`src/design/shta_pkg.sv`:
```
// Package for the signed hundredths to ASCII converter.
// Holds widths, character codes, the divide-by-ten constants and the
// controller/datapath command and status types. No dependencies.
`timescale 1ns / 1ps

package shta_pkg;

    localparam int VALUE_BITS  = 24;
    localparam int MAG_BITS    = 24;
    localparam int NUM_DIGITS  = 7;
    localparam int DIGIT_IDX_W = $clog2(NUM_DIGITS);
    localparam int MAX_CHARS   = 9;
    localparam int CHAR_CNT_W  = $clog2(MAX_CHARS + 1);
    localparam int WHOLE_W     = $clog2(NUM_DIGITS - 1);

    localparam logic [31:0] MAG_LIMIT = 32'd9999999;

    // v / 10 == (v * RECIP) >> RECIP_SHIFT, exact for any 32-bit v
    localparam logic [31:0] RECIP       = 32'hCCCC_CCCD;
    localparam int          RECIP_SHIFT = 35;
    localparam int          PROD_BITS   = MAG_BITS + 32;

    localparam logic [7:0] CHAR_ZERO  = 8'h30;
    localparam logic [7:0] CHAR_DOT   = 8'h2E;
    localparam logic [7:0] CHAR_MINUS = 8'h2D;

    typedef logic signed [VALUE_BITS-1:0] t_value;
    typedef logic [7:0]                   t_char;

    typedef enum logic [1:0] {
        ST_IDLE,
        ST_CONV,
        ST_EMIT
    } t_state;

    typedef struct packed {
        logic load;
        logic step;
        logic advance;
    } t_cmd;

    typedef struct packed {
        logic conv_done;
        logic last;
    } t_status;

endpackage

```
`src/design/shta_ctrl.sv`:
```
// Controller for the signed hundredths to ASCII converter: sequences
// load, digit conversion and character emission. Depends on shta_pkg.
`timescale 1ns / 1ps

module shta_ctrl (
    input  logic              i_clk,
    input  logic              i_rst_n,
    input  logic              i_in_valid,
    output logic              o_in_ready,
    output logic              o_out_valid,
    input  logic              i_out_ready,
    output shta_pkg::t_cmd    o_cmd,
    input  shta_pkg::t_status i_status
);
    import shta_pkg::*;

    t_state r_state;
    t_state n_state;

    always_ff @(posedge i_clk) begin
        if (!i_rst_n) begin
            r_state <= ST_IDLE;
        end else begin
            r_state <= n_state;
        end
    end

    always_comb begin
        n_state     = r_state;
        o_in_ready  = 1'b0;
        o_out_valid = 1'b0;
        o_cmd       = '0;
        unique case (r_state)
            ST_IDLE: begin
                o_in_ready = 1'b1;
                if (i_in_valid) begin
                    o_cmd.load = 1'b1;
                    n_state    = ST_CONV;
                end
            end
            ST_CONV: begin
                o_cmd.step = 1'b1;
                if (i_status.conv_done) begin
                    n_state = ST_EMIT;
                end
            end
            ST_EMIT: begin
                o_out_valid = 1'b1;
                if (i_out_ready) begin
                    o_cmd.advance = 1'b1;
                    // drop back to idle after the final character
                    if (i_status.last) begin
                        n_state = ST_IDLE;
                    end
                end
            end
            default: begin
                n_state = ST_IDLE;
            end
        endcase
    end

endmodule

```
`config.mk`:
```
export PLATFORM = sky130hd
export DESIGN_NAME = shta_ctrl
export DESIGN_NICKNAME = d
export VERILOG_FILES = /design/src/design/shta_pkg.sv /design/src/design/shta_ctrl.sv
export SDC_FILE = /design/constraint.sdc
export NUM_CORES = 1
export LEC_CHECK = 0
export BUFFER_PORTS_ARGS = -buffer_cell sky130_fd_sc_hd__buf_2
export CORE_AREA = 2 2 39 41
export DETAILED_ROUTE_END_ITERATION = 10
export DIE_AREA = 0 0 41 43
export SLEW_MARGIN = 25
export SYNTH_ARGS = -nofsm -noshare
export SYNTH_HDL_FRONTEND = slang
export SYNTH_SLANG_ARGS = --single-unit
export TNS_END_PERCENT = 1
```
`constraint.sdc`:
```
create_clock -name i_clk -period 1.7 [get_ports i_clk]
set_clock_uncertainty 0.1 [all_clocks]
set_input_delay 0.17 -clock i_clk [delete_from_list [all_inputs] [get_ports i_clk]]
set_output_delay 0.17 -clock i_clk [all_outputs]
set_load 0.01 [all_outputs]
```
**Word level (Yosys, flattened, before mapping)**

Cells that the tools add are included.

- Register bits after elaboration: 2
- Input bits: 6
- Output and inout port bits: 5
- Word-level logic and storage cells: 21

- Equality and inequality tests: 6
- Multiplexer cells: 12
- Reduce and logical (&&, ||, !) cells: 2

Operator list:

| kind | count |
|---|---|
| 2-bit 2-to-1 mux | 4 |
| 2-bit inequality test, second input constant | 4 |
| 1-bit 2-to-1 mux | 7 |
| 2-bit case mux with 3 select lines | 1 |
| 4-bit AND reduction | 1 |
| 2-bit by 1-bit == test with 1-bit output, second input constant | 1 |
| 2-bit == test, second input constant | 1 |
| 2-bit zero test | 1 |

**Logic depth before layout (Yosys ltp)**

Gate-level depths: netlist (run 1).

- Word-level depth: 3
- Gate-level depth with buffers: 3
- Mapped depth without buffers: 3

**Least setup slack after synthesis (run 1)**

OpenSTA, ideal clock, no wires.

- Path kind: register to output
- Start: register r_state[0]
- End: output port o_cmd[0] in the netlist's numbering
- Data arrival time: 0.768 ns
- Data required time: 1.430 ns
- Path slack: 0.662 ns
- Stages on the path, launching flop included: 3
- Path buffers: 0
- Cell sequence: dfxtp_1 -> and2b_1 -> and2_1

RTL lines:

| element | RTL line | text |
|---|---|---|
| start: declaration | shta_ctrl.sv:17 | `t_state r_state;` |
| start signal: assignment | shta_ctrl.sv:24 | `r_state <= n_state;` |
| end: declaration | shta_ctrl.sv:12 | `output shta_pkg::t_cmd o_cmd,` |

==> impl_metrics.json, run 1 <==
{
  "grt_usage": 0.0501,
  "grt_pass1_wl_microns": 462,
  "final_cell_mix": "buf_2 (10), nor2_1 (3), clkbuf_4 (3)",
  "outcome": "finished, final reports clean",
  "worst_slew_pin_slew_ps": 310,
  "final_common_cell": "buf_2",
  "cts_buffer_depth": 2,
  "wl_met2_microns": 124,
  "die_h_microns": 43,
  "hold_violations": 0,
  "clk_latency_ps": 220,
  "vias": 130,
  "yosysSeqAreaShare": 0.386,
  "min_period_ps": 1340,
  "setup_violations": 0,
  "largest_reg_flops": 2,
  "port_buffers": 10,
  "drc_errors": 0,
  "h-tree-depth": 1,
  "critPathBufInv": 1,
  "post_cts_buffers": 0,
  "critPathLaunchType": "register",
  "syn_inst": 13,
  "yosysWarnings": 0,
  "top_layer_used": "met4",
  "n_antenna_cell": 0,
  "antenna_found_initial": 0,
  "cp_max_fo": 5,
  "drv_cap": 0,
  "end_kind": "output port",
  "max_stage_delay_ps": 360,
  "tns_ps": 0,
  "synth-seq-cells": 2,
  "numCtsBuffers": 3,
  "start_util": 0.0750,
  "core-area_sq_um": 1380,
  "drive_gt1_frac": 0.500,
  "cts_resized": 0,
  "hp-class": "input pin to register",
  "grt_max_degree": 6,
  "post_dp_cell_area_sq_um": 174,
  "grt_pass1_vias": 124,
  "dr.pass1.iters": 2,
  "areaGrowthSynthToFinish_pct": 89.2,
  "power.leakage_nw": 0.105,
  "rows": 14,
  "hold_slack_ps": 57.5,
  "dp_cells": 39,
  "met3_length_microns": 45,
  "syn-num-nets": 19,
  "regMostFlops": "r_state",
  "max-vdd-ir-drop_mv": 0.163,
  "period_share": 0.789,
  "largest_registers": "r_state (2)",
  "cts_tree": "yes",
  "final_nets": 34,
  "required_ps": 1430,
  "cp.arrival_ps": 1070,
  "clkTransAtPathRegs_ps": 30,
  "stdcell_area_sq_um": 196,
  "finalWirelength_microns": 284,
  "max_clock_freq_mhz": 746,
  "place.gp.congestion": 0.476,
  "fin_util": 0.142,
  "drt.antenna.violating_nets": 0,
  "syn-cell-area_sq_um": 104,
  "overflow": 0,
  "crit_chain": "and2b_1 -> and2_1 -> buf_2",
  "synth_area_per_cell_sq_um": 7.99,
  "clock_sinks": 2,
  "crit_family": "flip-flops",
  "root_buffer": "clkbuf_4",
  "slew_violations": 0,
  "slowest_stage": "dfxtp_1",
  "io_pins": 11,
  "die_width_microns": 41,
  "fin_cells": 42,
  "relSlewSlack": 0.793,
  "dieArea_sq_um": 1760,
  "grt_setup_unrepaired": "false",
  "synth_cell_types": 8,
  "criticalPathCategory": "register to output port",
  "ctsHoldBuffers": 0,
  "drt-met1-wl_microns": 107,
  "power.density_nw_per_um2": 978,
  "wl_per_cell_microns": 6.76,
  "via_per_inst": 3.10,
  "drt-initial-drc-count": 4
}
## synth_stat cells
cell	instances	area (sq um)
and2_1	2	12.5
a2111oi_1	1	10.0
dfxtp_1	2	40.0
nor2_1	3	11.3
nand2_1	1	3.75
inv_1	1	3.75
and2b_1	2	15.0
a22oi_1	1	7.51
## per-stage QoR
step	setup slack, ps	power [W]
after floorplan	662	0.0000723
after global placement	605	0.0000887
after detailed placement	589	0.0000894
after CTS	341	0.000203
after global routing	271	0.000214
final	359	0.000192
## final timing paths
kind,slack [ps],startpoint,cells past startpoint,endpoint
setup / recovery,360,r_state[0]$_SDFFE_PN0P_,3,o_cmd[0]
hold / removal,60,i_status[1],2,r_state[0]$_SDFFE_PN0P_
setup reg to reg,710,r_state[1]$_SDFFE_PN0P_,3,r_state[1]$_SDFFE_PN0P_
hold reg to reg,360,r_state[1]$_SDFFE_PN0P_,1,r_state[0]$_SDFFE_PN0P_
## power breakdown
group	switching, W	internal, W
sequential	0.00000311	0.0000509
combinational	0.0000159	0.0000177
clock	0.0000266	0.0000779
## logic make-up after synthesis
kind of cell | synth area share
and+or+nand+nor | 0.410
DFF | 0.386
AOI/OAI and AO/OA | 0.169
buffers and inverters | 0.0361
## layout make-up
cell class,instances,area (sq um)
tap,16,20.0
multi-input combinational,10,60.1
sequential,2,40.0
timing repair buffer,10,50.0
fill,165,1190
clock buffer,3,22.5
inverter,1,3.75
## per-layer routing
| metal | GRT usage | vias up |
|---|---|---|
| met2 | 0.0531 | 7 |
| met4 | 0.0600 | 0 |
| li1 | - | 70 |
| met5 | 0 | - |
| met1 | 0.0383 | 51 |
| met3 | 0.0628 | 2 |
Note: power is estimated with default switching activity, not from simulation.
==> run 2: changes to the inputs <==
==> constraint.sdc (replaced) <==
create_clock -name i_clk -period 1.4 [get_ports i_clk]
set_clock_uncertainty 0.1 [all_clocks]
set_input_delay 0.14 -clock i_clk [delete_from_list [all_inputs] [get_ports i_clk]]
set_output_delay 0.14 -clock i_clk [all_outputs]
set_load 0.01 [all_outputs]
==> run 2 against run 1 <==
- critical path depth unchanged
- highest routed layer is now met3
- combinational power rose by 21%
- largest power group unchanged
- clock-buffer cell count unchanged
- total power rose by 21%
- global-route usage shrank 0.99 points
==> impl_metrics.json, run 2 (synthesized netlist as in run 1, its figures left out) <==
{
  "outcome": "finished, final reports clean",
  "grt_max_degree": 6,
  "criticalPathCategory": "register to output port",
  "start_util": 0.0750,
  "drive_gt1_frac": 0.500,
  "hold_start": "i_status[1]",
  "worstReg2RegEnd": "r_state[1]$_SDFFE_PN0P_",
  "power.density_nw_per_um2": 1190,
  "stdcell_area_sq_um": 196,
  "die_h_microns": 43,
  "period_share": 0.935,
  "antenna_found_initial": 0,
  "max_clock_freq_mhz": 764,
  "relSlewSlack": 0.799,
  "preCtsSetupSlack_ps": 320,
  "ff_latch_area_sq_um": 40.0,
  "nFillCells": 157,
  "finalWirelength_microns": 284,
  "multi_input_area_sq_um": 60.1,
  "setup_slack_ps": 91.4,
  "slew_violations": 0,
  "via_per_inst": 3.00,
  "post_cts_buffers": 0,
  "vias": 126,
  "hold_depth": 2,
  "port_buffers": 10,
  "setup_violations": 0,
  "final_nets": 34,
  "ctsHoldBuffers": 0,
  "dieArea_sq_um": 1760,
  "required_ps": 1160,
  "grt_pass1_wl_microns": 338,
  "io_pins": 11,
  "overflow": 0,
  "cp.arrival_ps": 1070,
  "areaGrowthSynthToFinish_pct": 89.2,
  "worst_r2r_path_depth": 3,
  "largest_registers": "r_state (2)",
  "grt_usage": 0.0402,
  "worst_slew_pin_slew_ps": 300,
  "max-vdd-ir-drop_mv": 0.175,
  "critPathLaunchType": "register",
  "grt_setup_unrepaired": "false",
  "cts_buffer_depth": 2,
  "regMostFlops": "r_state",
  "clk_latency_ps": 220,
  "grt_pass1_vias": 101,
  "dr.pass1.iters": 2,
  "clock_sinks": 2,
  "hold_violations": 0,
  "hp-class": "input pin to register",
  "die_width_microns": 41,
  "drt-initial-drc-count": 2,
  "min_period_ps": 1310,
  "drt.antenna.violating_nets": 0,
  "drv_cap": 0,
  "wl_per_cell_microns": 6.76,
  "rows": 14,
  "place.gp.congestion": 0.491,
  "h-tree-depth": 1,
  "cts_resized": 0,
  "min_to": "r_state[0]$_SDFFE_PN0P_",
  "drc_errors": 0,
  "cts_tree": "yes",
  "final_cell_mix": "buf_2 (10), nor2_1 (3), clkbuf_4 (3)",
  "core-area_sq_um": 1380,
  "power.leakage_nw": 0.105,
  "n_antenna_cell": 0,
  "final_common_cell": "buf_2",
  "reg2reg_setup_slack_ps": 410,
  "root_buffer": "clkbuf_4",
  "cp_max_fo": 5,
  "numCtsBuffers": 3,
  "end_kind": "output port",
  "post_dp_cell_area_sq_um": 174,
  "tns_ps": 0,
  "reg2reg_from": "r_state[1]$_SDFFE_PN0P_",
  "clkTransAtPathRegs_ps": 30,
  "finalPower_w": 0.000233,
  "largest_reg_flops": 2
}
run 2: worst max-delay path: stages (launching register included):
cell     delay [ps]
dfxtp_1         360
and2b_1         210
and2_1          150
buf_2           130
run 2: per-layer routing:
| metal | up-vias | GRT usage | wire [microns] |
|---|---|---|---|
| met5 | - | 0 | 0 |
| met4 | 0 | 0.0800 | 0 |
| met3 | 0 | 0.0314 | 42 |
| met2 | 7 | 0.0438 | 141 |
| met1 | 49 | 0.0257 | 99 |
| li1 | 70 | - | - |
run 2: power breakdown:
group	switching [W]	leakage [nW]	total, W	internal [W]
logic	0.0000192	0.0750	0.0000407	0.0000215
clock network	0.0000325	0.0138	0.000127	0.0000946
registers	0.00000379	0.0165	0.0000656	0.0000619
total	0.0000555	0.105	0.000233	0.000178
run 2: worst max path at each step:
stage	startpoint	to
global placement	r_state[0]$_SDFFE_PN0P_	o_cmd[0]
finish	r_state[0]$_SDFFE_PN0P_	o_cmd[0]
global route	r_state[0]$_SDFFE_PN0P_	o_cmd[0]
detailed placement	r_state[0]$_SDFFE_PN0P_	o_cmd[0]
CTS	r_state[0]$_SDFFE_PN0P_	o_cmd[0]
floorplan	r_state[0]$_SDFFE_PN0P_	o_cmd[0]
run 2: layout make-up:
class                      instances  area share
multi-input combinational         10       0.306
tap                               16       0.102
clock buffer                       3       0.115
sequential                         2       0.204
timing repair buffer              10       0.255
inverter                           1      0.0191
run 2: metrics by stage:
| stage | cells | util | hold slack, ps |
|---|---|---|---|
| 3_3_place_gp | 39 | 0.126 | 258 |
| 5_1_grt | 42 | 0.142 | 40.9 |
| 3_5_place_dp | 39 | 0.126 | 262 |
| 6_report | 42 | 0.142 | 29.5 |
| 2_1_floorplan | 13 | - | 145 |
| 4_1_cts | 42 | 0.142 | 20.7 |
==> run 3: changes to the inputs <==
--- a/config.mk
+++ b/config.mk
@@ -6,9 +6,12 @@
 export NUM_CORES = 1
 export LEC_CHECK = 0
 export BUFFER_PORTS_ARGS = -buffer_cell sky130_fd_sc_hd__buf_2
+export CELL_PAD_IN_SITES_DETAIL_PLACEMENT = 1
+export CELL_PAD_IN_SITES_GLOBAL_PLACEMENT = 1
 export CORE_AREA = 2 2 39 41
 export DETAILED_ROUTE_END_ITERATION = 10
 export DIE_AREA = 0 0 41 43
+export PLACE_DENSITY_LB_ADDON = 0.1
 export SLEW_MARGIN = 25
 export SYNTH_ARGS = -nofsm -noshare
 export SYNTH_HDL_FRONTEND = slang
==> run 3 against run 2 <==
- sequential share of layout area up 0.50 points
- non-clock buffer count unchanged
- global-route usage is 1.6 points higher
- worst setup slack gained 22 ps
- via count increased by 10%
- clock power hardly changed
- highest routed layer unchanged
- clock-buffer cell count unchanged
- final cell count did not move
- fmax is 1.7% higher
- first-iteration DRC count unchanged
==> impl_metrics.json, run 3 (synthesized netlist as in run 1, its figures left out) <==
{
  "slowest_stage": "dfxtp_2",
  "max_clock_freq_mhz": 777,
  "drc_errors": 0,
  "min_period_ps": 1290,
  "root_buffer": "clkbuf_4",
  "dieArea_sq_um": 1760,
  "grt_pass1_wl_microns": 558,
  "post_cts_buffers": 0,
  "outcome": "finished, final reports clean",
  "cts_resized": 0,
  "crit_chain": "and2b_1 -> and2_1 -> buf_2",
  "h-tree-depth": 1,
  "antenna_found_initial": 0,
  "max_stage_delay_ps": 340,
  "power.density_nw_per_um2": 1190,
  "drive_gt1_frac": 0.538,
  "tns_ps": 0,
  "period_share": 0.919,
  "end_kind": "output port",
  "max-vdd-ir-drop_mv": 0.280,
  "ctsHoldBuffers": 0,
  "drt-initial-drc-count": 2,
  "finalWirelength_microns": 333,
  "fin_util": 0.143,
  "areaGrowthSynthToFinish_pct": 90.4,
  "clock_sinks": 2,
  "worst_slew_pin_slew_ps": 288,
  "via_per_inst": 3.31,
  "crit_start": "r_state[0]$_SDFFE_PN0P_",
  "drv_cap": 0,
  "criticalPathCategory": "register to output port",
  "drt.antenna.violating_nets": 0,
  "n_antenna_cell": 0,
  "relSlewSlack": 0.807,
  "hold_violations": 0,
  "grt_setup_unrepaired": "false",
  "port_buffers": 10,
  "cts_buffer_depth": 2,
  "dr.pass1.iters": 2,
  "largest_reg_flops": 2,
  "numCtsBuffers": 3,
  "reg2reg_from": "r_state[1]$_SDFFE_PN0P_",
  "slew_violations": 0,
  "final_common_cell": "buf_2",
  "cts_tree": "yes",
  "vias": 139,
  "setup_violations": 0,
  "die_width_microns": 41,
  "grt_max_degree": 6,
  "hp-class": "input pin to register",
  "regMostFlops": "r_state",
  "grt_pass1_vias": 132,
  "cp.arrival_ps": 1050,
  "core-area_sq_um": 1380,
  "rows": 14,
  "final_nets": 34,
  "post-dp-hpwl_microns": 289,
  "cp_max_fo": 5,
  "wl_per_cell_microns": 7.93,
  "final_cell_mix": "buf_2 (10), nor2_1 (3), clkbuf_4 (3)",
  "grt_usage": 0.0561,
  "clkTransAtPathRegs_ps": 30,
  "io_pins": 11,
  "overflow": 0,
  "die_h_microns": 43,
  "required_ps": 1160,
  "start_util": 0.0750,
  "hold_start": "i_status[1]",
  "nFillCells": 170,
  "place.gp.congestion": 0.544,
  "hold_slack_ps": 26.5,
  "clk_latency_ps": 220,
  "largest_registers": "r_state (2)",
  "critPathLaunchType": "register",
  "power.leakage_nw": 0.106
}
-- run 3: cell counts in the layout (fill, tap and decap cells not counted) --
No cell type changed its count.
-- run 3: final timing paths --
path,depth (start not counted),slack (ps),end
worst max-delay path,3,110,o_cmd[0]
worst min-delay path,2,30,r_state[0]$_SDFFE_PN0P_
worst max register to register,3,390,r_state[1]$_SDFFE_PN0P_
worst min register to register,1,350,r_state[0]$_SDFFE_PN0P_
-- run 3: routing by layer --
layer | global-route usage | vias to the layer above | wire length (microns)
met2 | 0.0563 | 10 | 133
met3 | 0.0785 | 0 | 61
met5 | 0 | - | 0
met1 | 0.0543 | 59 | 138
li1 | - | 70 | -
met4 | 0.0400 | 0 | 0
-- run 3: critical path: cells and delay by family (launching register included) --
| family | cells | cell delay (ps) |
|---|---|---|
| DFF | 1 | 340 |
| buffers and inverters | 1 | 130 |
| and+or+nand+nor | 2 | 350 |
-- run 3: through the flow --
| step | cells | power, W | area, sq um | setup slack, ps |
|---|---|---|---|---|
| after floorplan | 13 | 0.0000878 | 104 | 392 |
| after global placement | 39 | 0.000109 | 174 | 314 |
| after detailed placement | 39 | 0.000110 | 174 | 299 |
| after CTS | 42 | 0.000244 | 196 | 53.9 |
| after global routing | 42 | 0.000256 | 198 | 41.6 |
| final | 42 | 0.000235 | 198 | 114 |
-- run 3: power by group --
group          internal (W)  switching [W]
sequential        0.0000625     0.00000403
clock             0.0000945      0.0000320
combinational     0.0000216      0.0000199
-- run 3: layout make-up --
| cell class | count | area (sq um) | area share |
|---|---|---|---|
| clock buffer | 3 | 22.5 | 0.114 |
| inverter | 1 | 3.75 | 0.0190 |
| multi-input combinational | 10 | 60.1 | 0.304 |
| sequential | 2 | 41.3 | 0.209 |
| tap | 16 | 20.0 | 0.101 |
| timing repair buffer | 10 | 50.0 | 0.253 |
